`config.mk`:
```
export PLATFORM = sky130hd
export DESIGN_NAME = matrix_multiply_4x4_flat
export DESIGN_NICKNAME = d
export VERILOG_FILES = /design/src/hdl/mm4_pkg.sv /design/src/hdl/mm4_in_if.sv /design/src/hdl/mm4_out_if.sv /design/src/hdl/matrix_multiply_4x4.sv /design/src/hdl/mm4_seq.sv /design/src/hdl/mm4_opstore.sv /design/src/hdl/mm4_mac.sv /design/src/flat_wrapper.sv
export SDC_FILE = /design/constraint.sdc
export NUM_CORES = 2
export LEC_CHECK = 0
export BUFFER_PORTS_ARGS = -buffer_cell sky130_fd_sc_hd__buf_2
export CAP_MARGIN = 15
export CORE_ASPECT_RATIO = 1.4
export CORE_MARGIN = 3
export CORE_UTILIZATION = 57
export CTS_BUF_LIST = sky130_fd_sc_hd__clkbuf_4
export DETAILED_ROUTE_END_ITERATION = 8
export GPL_TIMING_DRIVEN = 1
export PLACE_DENSITY = 0.73
export SLEW_MARGIN = 10
export SYNTH_ARGS = -nofsm -noshare
export SYNTH_HDL_FRONTEND = slang
export SYNTH_HIERARCHICAL = 1
export SYNTH_SLANG_ARGS = --single-unit
```
`constraint.sdc`:
```
create_clock -name clk -period 19.3 [get_ports clk]
set_input_delay 0 -clock clk [delete_from_list [all_inputs] [get_ports clk]]
set_output_delay 0 -clock clk [all_outputs]
set_load 0.005 [all_outputs]
```
`src/hdl/mm4_pkg.sv`:
```
`timescale 1ns / 1ps
`default_nettype none
// ----------------------------------------------------------------------------
// mm4_pkg: shared types and constants of the 4x4 fixed-point matrix multiplier
// Widths, the sequencer state type and the tags that travel down the
// multiply-accumulate pipeline.
// ----------------------------------------------------------------------------
package mm4_pkg;

    localparam int MATRIX_DIM    = 4;
    localparam int FRACTION_BITS = 16;

    localparam int DATA_W = 32;
    localparam int IDX_W  = 4;
    localparam int CELLS  = MATRIX_DIM * MATRIX_DIM;
    localparam int DIM_W  = (MATRIX_DIM > 1) ? $clog2(MATRIX_DIM) : 1;
    localparam int CELL_W = (CELLS > 1) ? $clog2(CELLS) : 1;
    localparam int PROD_W = 2 * DATA_W;
    localparam int ACC_W  = PROD_W - FRACTION_BITS + DIM_W + 1;

    typedef enum logic [0:0] {
        ST_LOAD,
        ST_RUN
    } seq_state_t;

    typedef struct packed {
        logic              valid;
        logic              first;
        logic              last;
        logic [CELL_W-1:0] idx;
    } tag_t;

    typedef struct packed {
        tag_t              tag;
        logic [CELL_W-1:0] lhs_addr;
        logic [CELL_W-1:0] rhs_addr;
    } issue_t;

endpackage
`default_nettype wire

```
`src/hdl/mm4_in_if.sv`:
```
`timescale 1ns / 1ps
`default_nettype none
// ----------------------------------------------------------------------------
// mm4_in_if: operand channel
// Carries one left and one right matrix element per beat.
// ----------------------------------------------------------------------------
interface mm4_in_if;
    import mm4_pkg::*;

    logic                     valid;
    logic                     ready;
    logic signed [DATA_W-1:0] lhs_value;
    logic signed [DATA_W-1:0] rhs_value;

    modport source (output valid, output lhs_value, output rhs_value, input ready);
    modport sink   (input valid, input lhs_value, input rhs_value, output ready);

endinterface
`default_nettype wire

```
`src/hdl/mm4_out_if.sv`:
```
`timescale 1ns / 1ps
`default_nettype none
// ----------------------------------------------------------------------------
// mm4_out_if: result channel
// Carries one result matrix element per beat with its position and flags.
// ----------------------------------------------------------------------------
interface mm4_out_if;
    import mm4_pkg::*;

    logic                     valid;
    logic                     ready;
    logic signed [DATA_W-1:0] product_value;
    logic        [IDX_W-1:0]  product_index;
    logic                     saturated;
    logic                     last_of_run;

    modport source (output valid, output product_value, output product_index,
                    output saturated, output last_of_run, input ready);
    modport sink   (input valid, input product_value, input product_index,
                    input saturated, input last_of_run, output ready);

endinterface
`default_nettype wire

```
`src/hdl/matrix_multiply_4x4.sv`:
```
`timescale 1ns / 1ps
`default_nettype none
// ----------------------------------------------------------------------------
// matrix_multiply_4x4: 4x4 signed Q16.16 matrix product, result = lhs * rhs
//
// The operand channel takes one beat per matrix position in row-major order,
// each beat carrying the left and the right element of that position. The
// block is ready for operands only while it is loading, and it takes one
// beat per cycle. After the sixteenth beat the sequencer issues the 64
// multiply-accumulate terms to one shared 32x32 multiplier, one per cycle
// while the output is not stalled. The results follow in row-major order,
// with last_of_run on the sixteenth. Loading of the next matrix starts as
// soon as the last term has been issued.
// When the receiver stalls, the finished element waits in the output
// register; the multiply pipeline and sequencer keep running until the next
// element is finished and then hold until the waiting one is taken.
// Reset clears the load position, the sequencer and all valid flags; the
// operand memories are not cleared, since every entry is written before use.
// ----------------------------------------------------------------------------
module matrix_multiply_4x4 (
    input  wire logic clk,
    input  wire logic rst_n,
    mm4_in_if.sink    operand,
    mm4_out_if.source result
);
    import mm4_pkg::*;

    logic                     en;
    logic                     wr_en;
    logic [CELL_W-1:0]        wr_addr;
    issue_t                   issue;
    tag_t                     rd_tag;
    logic signed [DATA_W-1:0] lhs_rdata;
    logic signed [DATA_W-1:0] rhs_rdata;

    mm4_seq u_seq (
        .clk           (clk),
        .rst_n         (rst_n),
        .en            (en),
        .operand_valid (operand.valid),
        .operand_ready (operand.ready),
        .wr_en         (wr_en),
        .wr_addr       (wr_addr),
        .issue         (issue)
    );

    mm4_opstore u_opstore (
        .clk       (clk),
        .rst_n     (rst_n),
        .en        (en),
        .wr_en     (wr_en),
        .wr_addr   (wr_addr),
        .lhs_wdata (operand.lhs_value),
        .rhs_wdata (operand.rhs_value),
        .issue     (issue),
        .rd_tag    (rd_tag),
        .lhs_rdata (lhs_rdata),
        .rhs_rdata (rhs_rdata)
    );

    mm4_mac u_mac (
        .clk       (clk),
        .rst_n     (rst_n),
        .rd_tag    (rd_tag),
        .lhs_rdata (lhs_rdata),
        .rhs_rdata (rhs_rdata),
        .en        (en),
        .result    (result)
    );

endmodule
`default_nettype wire

```
`src/hdl/mm4_seq.sv`:
```
`timescale 1ns / 1ps
`default_nettype none
// ----------------------------------------------------------------------------
// mm4_seq: load and compute sequencer
// Counts loaded positions, then steps row, column and inner index to issue
// one multiply-accumulate term per cycle to the shared unit while en is high.
// ----------------------------------------------------------------------------
module mm4_seq (
    input  wire logic                   clk,
    input  wire logic                   rst_n,
    input  wire logic                   en,
    input  wire logic                   operand_valid,
    output logic                        operand_ready,
    output logic                        wr_en,
    output logic [mm4_pkg::CELL_W-1:0]  wr_addr,
    output mm4_pkg::issue_t             issue
);
    import mm4_pkg::*;

    localparam logic [DIM_W-1:0]  DIM_LAST  = DIM_W'(MATRIX_DIM - 1);
    localparam logic [CELL_W-1:0] CELL_LAST = CELL_W'(CELLS - 1);

    seq_state_t        state_reg, state_next;
    logic [CELL_W-1:0] load_pos_reg, load_pos_next;
    logic [DIM_W-1:0]  row_reg, row_next;
    logic [DIM_W-1:0]  col_reg, col_next;
    logic [DIM_W-1:0]  k_reg, k_next;
    logic              accept;
    logic              step;
    logic              final_term;

    assign accept     = operand_valid && operand_ready;
    assign step       = (state_reg == ST_RUN) && en;
    assign final_term = (row_reg == DIM_LAST) && (col_reg == DIM_LAST) && (k_reg == DIM_LAST);

    always_comb
    begin
        state_next = state_reg;
        unique case (state_reg)
            ST_LOAD:
            begin
                if (accept && (load_pos_reg == CELL_LAST))
                begin
                    state_next = ST_RUN;
                end
            end
            ST_RUN:
            begin
                if (step && final_term)
                begin
                    state_next = ST_LOAD;
                end
            end
            default: state_next = ST_LOAD;
        endcase
    end

    always_comb
    begin
        operand_ready      = (state_reg == ST_LOAD);
        wr_en              = accept;
        wr_addr            = load_pos_reg;
        issue.tag.valid    = (state_reg == ST_RUN);
        issue.tag.first    = (k_reg == '0);
        issue.tag.last     = (k_reg == DIM_LAST);
        issue.tag.idx      = CELL_W'(row_reg * MATRIX_DIM + col_reg);
        issue.lhs_addr     = CELL_W'(row_reg * MATRIX_DIM + k_reg);
        issue.rhs_addr     = CELL_W'(k_reg * MATRIX_DIM + col_reg);
    end

    always_comb
    begin
        load_pos_next = load_pos_reg;
        row_next      = row_reg;
        col_next      = col_reg;
        k_next        = k_reg;
        if (accept)
        begin
            load_pos_next = (load_pos_reg == CELL_LAST) ? '0 : load_pos_reg + 1'b1;
        end
        if (step)
        begin
            if (k_reg == DIM_LAST)
            begin
                k_next = '0;
                if (col_reg == DIM_LAST)
                begin
                    col_next = '0;
                    row_next = (row_reg == DIM_LAST) ? '0 : row_reg + 1'b1;
                end
                else
                begin
                    col_next = col_reg + 1'b1;
                end
            end
            else
            begin
                k_next = k_reg + 1'b1;
            end
        end
    end

    always_ff @(posedge clk or negedge rst_n)
    begin
        if (!rst_n)
        begin
            state_reg    <= ST_LOAD;
            load_pos_reg <= '0;
            row_reg      <= '0;
            col_reg      <= '0;
            k_reg        <= '0;
        end
        else
        begin
            state_reg    <= state_next;
            load_pos_reg <= load_pos_next;
            row_reg      <= row_next;
            col_reg      <= col_next;
            k_reg        <= k_next;
        end
    end

endmodule
`default_nettype wire

```
`src/hdl/mm4_opstore.sv`:
```
`timescale 1ns / 1ps
`default_nettype none
// ----------------------------------------------------------------------------
// mm4_opstore: operand memories
// Holds the left and right matrices, one write port and one registered
// read port each, and carries the term tag alongside the read data.
// ----------------------------------------------------------------------------
module mm4_opstore (
    input  wire logic                          clk,
    input  wire logic                          rst_n,
    input  wire logic                          en,
    input  wire logic                          wr_en,
    input  wire logic [mm4_pkg::CELL_W-1:0]    wr_addr,
    input  wire logic signed [mm4_pkg::DATA_W-1:0] lhs_wdata,
    input  wire logic signed [mm4_pkg::DATA_W-1:0] rhs_wdata,
    input  wire mm4_pkg::issue_t               issue,
    output mm4_pkg::tag_t                      rd_tag,
    output logic signed [mm4_pkg::DATA_W-1:0]  lhs_rdata,
    output logic signed [mm4_pkg::DATA_W-1:0]  rhs_rdata
);
    import mm4_pkg::*;

    logic signed [DATA_W-1:0] left_mem  [CELLS];
    logic signed [DATA_W-1:0] right_mem [CELLS];
    logic signed [DATA_W-1:0] lhs_rdata_reg;
    logic signed [DATA_W-1:0] rhs_rdata_reg;
    tag_t                     tag_reg;

    always_ff @(posedge clk)
    begin
        if (wr_en)
        begin
            left_mem[wr_addr]  <= lhs_wdata;
            right_mem[wr_addr] <= rhs_wdata;
        end
        if (en)
        begin
            lhs_rdata_reg <= left_mem[issue.lhs_addr];
            rhs_rdata_reg <= right_mem[issue.rhs_addr];
        end
    end

    always_ff @(posedge clk or negedge rst_n)
    begin
        if (!rst_n)
        begin
            tag_reg <= '0;
        end
        else if (en)
        begin
            tag_reg <= issue.tag;
        end
    end

    assign rd_tag    = tag_reg;
    assign lhs_rdata = lhs_rdata_reg;
    assign rhs_rdata = rhs_rdata_reg;

endmodule
`default_nettype wire

```
`src/hdl/mm4_mac.sv`:
```
`timescale 1ns / 1ps
`default_nettype none
// ----------------------------------------------------------------------------
// mm4_mac: shared multiply-accumulate unit and result register
// Multiplies one operand pair per cycle unless stalled, truncates the product,
// sums the terms of one element, saturates to 32 bits, holds the result beat.
// ----------------------------------------------------------------------------
module mm4_mac (
    input  wire logic                              clk,
    input  wire logic                              rst_n,
    input  wire mm4_pkg::tag_t                     rd_tag,
    input  wire logic signed [mm4_pkg::DATA_W-1:0] lhs_rdata,
    input  wire logic signed [mm4_pkg::DATA_W-1:0] rhs_rdata,
    output logic                                   en,
    mm4_out_if.source                              result
);
    import mm4_pkg::*;

    localparam logic signed [ACC_W-1:0] SAT_MAX = ACC_W'(64'sh7FFF_FFFF);
    localparam logic signed [ACC_W-1:0] SAT_MIN = ~SAT_MAX;

    tag_t                     prod_tag_reg;
    logic signed [PROD_W-1:0] prod_reg;
    logic signed [ACC_W-1:0]  acc_reg;
    logic signed [ACC_W-1:0]  term;
    logic signed [ACC_W-1:0]  acc_next;
    logic                     over_hi;
    logic                     over_lo;
    logic                     done;

    logic                     out_valid_reg;
    logic signed [DATA_W-1:0] value_reg;
    logic [IDX_W-1:0]         index_reg;
    logic                     sat_reg;
    logic                     last_reg;

    assign done     = prod_tag_reg.valid && prod_tag_reg.last;
    assign en       = !(done && out_valid_reg && !result.ready);
    assign term     = ACC_W'(prod_reg >>> FRACTION_BITS);
    assign acc_next = (prod_tag_reg.first ? '0 : acc_reg) + term;
    assign over_hi  = acc_next > SAT_MAX;
    assign over_lo  = acc_next < SAT_MIN;

    always_ff @(posedge clk)
    begin
        if (en)
        begin
            prod_reg <= PROD_W'(lhs_rdata) * PROD_W'(rhs_rdata);
            if (prod_tag_reg.valid)
            begin
                acc_reg <= acc_next;
            end
            if (done)
            begin
                priority if (over_hi)
                begin
                    value_reg <= SAT_MAX[DATA_W-1:0];
                end
                else if (over_lo)
                begin
                    value_reg <= SAT_MIN[DATA_W-1:0];
                end
                else
                begin
                    value_reg <= acc_next[DATA_W-1:0];
                end
                index_reg <= IDX_W'(prod_tag_reg.idx);
                sat_reg   <= over_hi || over_lo;
                last_reg  <= (prod_tag_reg.idx == CELL_W'(CELLS - 1));
            end
        end
    end

    always_ff @(posedge clk or negedge rst_n)
    begin
        if (!rst_n)
        begin
            prod_tag_reg  <= '0;
            out_valid_reg <= 1'b0;
        end
        else
        begin
            if (en)
            begin
                prod_tag_reg <= rd_tag;
            end
            if (en && done)
            begin
                out_valid_reg <= 1'b1;
            end
            else if (result.ready)
            begin
                out_valid_reg <= 1'b0;
            end
        end
    end

    assign result.valid         = out_valid_reg;
    assign result.product_value = value_reg;
    assign result.product_index = index_reg;
    assign result.saturated     = sat_reg;
    assign result.last_of_run   = last_reg;

endmodule
`default_nettype wire

```
`src/flat_wrapper.sv`:
```
// flat-port wrapper written by rule: the top's interface ports become plain ports
module matrix_multiply_4x4_flat import mm4_pkg::*;
  (clk, rst_n, operand_valid, operand_lhs_value, operand_rhs_value, operand_ready, result_valid, result_product_value, result_product_index, result_saturated, result_last_of_run, result_ready);
  mm4_in_if operand_i ();
  mm4_out_if result_i ();
  input  wire logic clk;
  input  wire logic rst_n;
  input wire logic [$bits(operand_i.valid)-1:0] operand_valid;
  input wire logic [$bits(operand_i.lhs_value)-1:0] operand_lhs_value;
  input wire logic [$bits(operand_i.rhs_value)-1:0] operand_rhs_value;
  output wire logic [$bits(operand_i.ready)-1:0] operand_ready;
  output wire logic [$bits(result_i.valid)-1:0] result_valid;
  output wire logic [$bits(result_i.product_value)-1:0] result_product_value;
  output wire logic [$bits(result_i.product_index)-1:0] result_product_index;
  output wire logic [$bits(result_i.saturated)-1:0] result_saturated;
  output wire logic [$bits(result_i.last_of_run)-1:0] result_last_of_run;
  input wire logic [$bits(result_i.ready)-1:0] result_ready;
  assign operand_i.valid = operand_valid;
  assign operand_i.lhs_value = operand_lhs_value;
  assign operand_i.rhs_value = operand_rhs_value;
  assign operand_ready = operand_i.ready;
  assign result_valid = result_i.valid;
  assign result_product_value = result_i.product_value;
  assign result_product_index = result_i.product_index;
  assign result_saturated = result_i.saturated;
  assign result_last_of_run = result_i.last_of_run;
  assign result_i.ready = result_ready;
  matrix_multiply_4x4 u_core (.clk(clk), .rst_n(rst_n), .operand(operand_i), .result(result_i));
endmodule
```
# After elaboration in Yosys (flattened, before gate mapping)
# Memory sizes are Yosys's and may differ from the RTL's. A register that Yosys moved wholly into a read port is not among the register bits.
# Cells that the tools add are included.
[word_totals] ff_bits=179 mem_bits_rw=1024 in_bits=68 elab_cells=74 mem_count=2
[memory_table] memory="u_core.u_opstore.left_mem" depth=16 width=32 read_ports=1 rd_ports_with_merged_regs=1 write_ports=1 line="mm4_opstore.sv:23" source="logic signed [DATA_W-1:0] left_mem [CELLS];"
[memory_table] memory="u_core.u_opstore.right_mem" depth=16 width=32 read_ports=1 rd_ports_with_merged_regs=1 write_ports=1 line="mm4_opstore.sv:24" source="logic signed [DATA_W-1:0] right_mem [CELLS];"
[classes] add_sub_neg=8 n_mul=1 n_lt_le_gt_ge=2 eq_ne=5 mux=13 bitwise=2 reduce_logical=21
[ops] cell="$mul 32x32->64" count=1
[ops] cell="$add 51x51->51" count=1
[ops] cell="$gt 51x32->1 const B" count=1
[ops] cell="$lt 51x32->1 const B" count=1
[ops] cell="$mux 51" count=1
[ops] cell="$mux 32" count=1
[ops] cell="$add 4x2->4" count=3
[ops] cell="$logic_and 1x1->1" count=10
[ops] cell="$eq 4x4->1 const B" count=2
[ops] cell="$add 2x1->2 const B" count=3
[ops] cell="$eq 2x2->1 const B" count=3
[ops] cell="$mux 1" count=6
[ops] cell="$mux 2" count=3
[ops] cell="$reduce_and 2->1" count=3
[ops] cell="$add 4x1->4 const B" count=1
[ops] cell="$logic_not 1->1" count=4
[ops] cell="$mux 4" count=1
[ops] cell="$reduce_and 3->1" count=1
[ops] cell="$logic_not 2->1" count=1
[ops] cell="$not 1->1" count=2
[ops] cell="$pmux 1 s2" count=1
[ops] cell="$reduce_bool 2->1" count=1
[ops] cell="$logic_or 1x1->1" count=1

# Depth between registers and ports, before layout
[depth] word_depth=8 ltp_mapped=30

# By module
# The synthesis kept the hierarchy.
[by_module_without_submodules] mod="mm4_mac" n_inst=1 cells_per_inst=4541 area_each_um2=44241.2 seq_area_each_um2=4314.1
[by_module_without_submodules] mod="mm4_opstore" n_inst=1 cells_per_inst=1668 area_each_um2=40475.1 seq_area_each_um2=32846.5
[by_module_without_submodules] mod="mm4_seq" n_inst=1 cells_per_inst=56 area_each_um2=599.3 seq_area_each_um2=275.3

# Least setup slack after synthesis
# No wires, ideal clock.
[synth_timing] kind="register -> register" start="register u_core.u_opstore.lhs_rdata_reg[31], in the netlist u_core/u_opstore/lhs_rdata[31] (read register of u_core.u_opstore.left_mem)" end="register u_core.u_mac.prod_reg[63] (data pin)" setup_ns=0.260 arrival_time_ns=7.500 slack_ns=11.540 stages_incl_launch_ff=26 n_path_buf=1 synth_period_minus_slack_ns=7.760 cell_sequence="edfxtp_1 > clkbuf_1 > nand2_1 > inv_1 > fa_1 > fa_1 > inv_1 > fa_1 > inv_1 > fa_1 > inv_1 > fa_1 > inv_1 > fa_1 > inv_1 > fa_1 > inv_1 > fa_1 > ha_1 > a21o_1 > a21o_1 > a221oi_1 > a211oi_1 > or3_1 > a21oi_1 > xnor2_1"
[synth_via] elab_chain_len=1
[synth_lines] item="start: declaration" line="mm4_opstore.sv:25" source="logic signed [DATA_W-1:0] lhs_rdata_reg;"
[synth_lines] item="$mul 32x32->64" line="mm4_mac.sv:48" source="prod_reg <= PROD_W'(lhs_rdata) * PROD_W'(rhs_rdata);"
[synth_lines] item="end signal: assignment" line="mm4_mac.sv:48"
[synth_lines] item="end: declaration" line="mm4_mac.sv:23" source="logic signed [PROD_W-1:0] prod_reg;"
# Every way passes these cells.
# A chain may end at the register's enable or synchronous reset.

# Final worst setup path
# Same ends and word-level chain as after synthesis.

==> impl_metrics.ini <==
[synth]
synthCells = 6265
syn_area_um2 = 85300
synth_nets = 7650
synth_cell_types = 95
ys_warn_count = 6
avgSynthCellArea_um2 = 13.6
synth-seq-cells = 1251
ys_seq_area_share_pct = 43.9
postSynth.asyncResetShare_pct = 2.08
synthFlopType = edfxtp_1
synth_edf_count = 1225

[finish]
nFillCells = 10998
nets = 7994
drive_above_1_share_pct = 15.4
final_util_pct = 62.7
fin_cells = 8759
area_delta_synth_final_pct = 9.00

[route]
avgViaCountPerCell = 5.81
ant_nets = 0
dr_wl_met3_mm = 14.7
drc = 0
drt-total-wl_mm = 204
wl_met1_mm = 75.8
first_pass_iters = 6
drt_iter0_markers = 4168
dr_wl_met2_mm = 106
avgRoutedWirePerCell_um = 23.2
num_vias = 50908
highest-signal-layer = met5

[run]
drv_cap = 0

[worst_setup_path]
worstSetupEndpointType = flop
critPathArrivalTime_ps = 9850
reg2reg_to = u_core/u_mac/prod_reg[63]
reg2reg_from = u_core/u_opstore/lhs_rdata[31]
r2r_slack_ps = 10380
crit_required_ps = 20230
crit_fanout = 32
rr_worst_depth = 25
critPathLaunchType = flop
crit_type = reg -> reg

[clock_network]
tritoncts = done
clock_latency_ps = 1260
postCtsHoldBufs = 137
cts_sinks = 1251
cts_buffer_depth = 4
post_cts_resized = 0
numCtsBuffers = 302
clk_pin_slew_worst_paths_ps = 70
htreeDepth = 5
root_buffer = clkbuf_4
cts_setup_buffers = 0

[global_route]
grt_pass1_wl_mm = 320
track_usage_pct = 27.2
grt-ovfl-total = 0
grt_max_degree = 74
antenna_found_initial = 18
grt_pass1_vias = 56089

[placement]
dp_hpwl_mm = 136
io_buffers = 107
dp_cells = 8111
gp_congestion = 0.894

[worst_hold_path]
whs_path_depth = 6
hold_end = u_core/u_seq/wr_addr[1]
hold_class = in -> reg
hold_start = operand_valid

[floorplanning]
io_pins = 108
start_util_pct = 57.5
die_height_um = 464
coreArea_um2 = 148000
rows = 167
die_area_um2 = 154000
die_w_um = 333

[sta]
period_minus_slack_ps = 8920
hold_violations = 0
slew_headroom_pct = 23.4
fin_tns_setup_ps = 0
skew_ps = 118
setup_viol_count_final = 0
slew_violations = 0
period_share_pct = 46.2
worst_pin_slew_ps = 1150
fmax_ghz = 0.112
rsz0062_at_grt = no

[run_status]
status = finished, final reports clean
[layer usage]
layer	global-route usage [%]	vias up
met2	47.4	2184
met5	0	-
met3	5.26	485
met1	33.9	26465
li1	-	21762
met4	10.2	12
[critical path, stage by stage (launching register included)]
cell	delay, ps
edfxtp_1	330
buf_4	390
nand2_1	230
inv_1	140
fa_1	500
fa_1	540
inv_1	130
fa_1	560
inv_1	70
fa_1	980
inv_1	490
fa_1	620
inv_1	60
fa_1	550
inv_1	60
fa_1	470
inv_1	50
fa_1	450
ha_1	350
a21o_1	190
a21o_1	170
a221oi_1	400
a211oi_1	170
or3_1	400
a21oi_1	190
xnor2_1	80
[layout make-up]
type | count | area, µm² | area share, %
Antenna cell | 16 | 40.0 | 0.0431
Clock buffer | 411 | 3090 | 3.32
Clock inverter | 84 | 551 | 0.592
Inverter | 1039 | 3900 | 4.19
Multi-Input combinational cell | 3657 | 42800 | 46.0
Sequential cell | 1251 | 37500 | 40.3
Tap cell | 1943 | 2430 | 2.61
Timing Repair Buffer | 358 | 2770 | 2.98
[cell usage in the layout, fill, tap and decap left out, types with 30 or more instances in the layout]
cell / n
mux4_2: 256
edfxtp_1: 1225
xnor2_1: 60
a22oi_1: 129
o21ai_0: 45
nor2_1: 84
nand2_1: 640
a21oi_1: 103
clkinv_1: 53
clkbuf_4: 411
buf_2: 107
inv_1: 1039
buf_4: 114
and2_1: 514
o22ai_2: 30
xor2_1: 39
nor2b_1: 56
ha_1: 235
a21o_1: 53
dlygate4sd3_1: 136
fa_1: 1082
[worst max path at each step]
stage / depth (start not counted) / startpoint / to / slack, ps
floorplan: 25 / u_core/u_opstore/lhs_rdata[31] / u_core/u_mac/prod_reg[63] / 11540
global placement: 25 / u_core/u_opstore/lhs_rdata[31] / u_core/u_mac/prod_reg[63] / 10450
detailed placement: 25 / u_core/u_opstore/lhs_rdata[31] / u_core/u_mac/prod_reg[63] / 10360
CTS: 23 / u_core/u_opstore/lhs_rdata[31] / u_core/u_mac/prod_reg[63] / 10320
global route: 23 / u_core/u_opstore/lhs_rdata[31] / u_core/u_mac/prod_reg[63] / 9840
finish: 25 / u_core/u_opstore/lhs_rdata[31] / u_core/u_mac/prod_reg[63] / 10380
[logic make-up after synthesis]
group	synth area share, %
AO/OA/AOI/OAI	4.44
XOR/XNOR	1.02
adder cells (fa/ha/maj)	28.8
buffers and inverters	6.22
flip-flops	43.9
multiplexers	6.97
AND/OR/NAND/NOR	8.63
[per-stage QoR]
stage               setup WS [ps]  cell area (µm²)  hold slack (ps)
floorplan                   11540            85300             -296
global placement            10450            87900              107
global route                 9840            93000              165
finish                      10380            93000              208
detailed placement          10360            87900              120
CTS                         10320            93000              104
[cell usage after synthesis, types with 11 or more instances]
cell	number	share of area [%]
xor2_1	39	0.40
nor3_1	20	0.12
nor2b_1	60	0.44
buf_1	19	0.084
a21o_1	53	0.47
dfrtp_1	26	0.76
xnor2_1	60	0.62
buf_2	23	0.13
nor2_1	99	0.44
clkbuf_1	237	1.0
o22ai_2	30	0.44
o21ai_0	45	0.26
nand3_1	23	0.13
a21oi_1	103	0.60
mux4_2	256	6.8
mux2_2	15	0.20
o21ai_1	14	0.082
nand4_1	18	0.13
inv_1	1039	4.6
a22oi_1	129	1.1
edfxtp_1	1225	43
nand2b_1	20	0.15
and2_1	516	3.8
nand2_1	640	2.8
o21bai_1	15	0.13
o21a_1	14	0.12
buf_4	28	0.25
buf_6	11	0.15
fa_1	1082	25
and3_1	14	0.10
ha_1	235	3.4
Power is left out: the tool's default activity adds up to more than one toggle a clock period on the data nets, which glitch-free logic cannot reach.
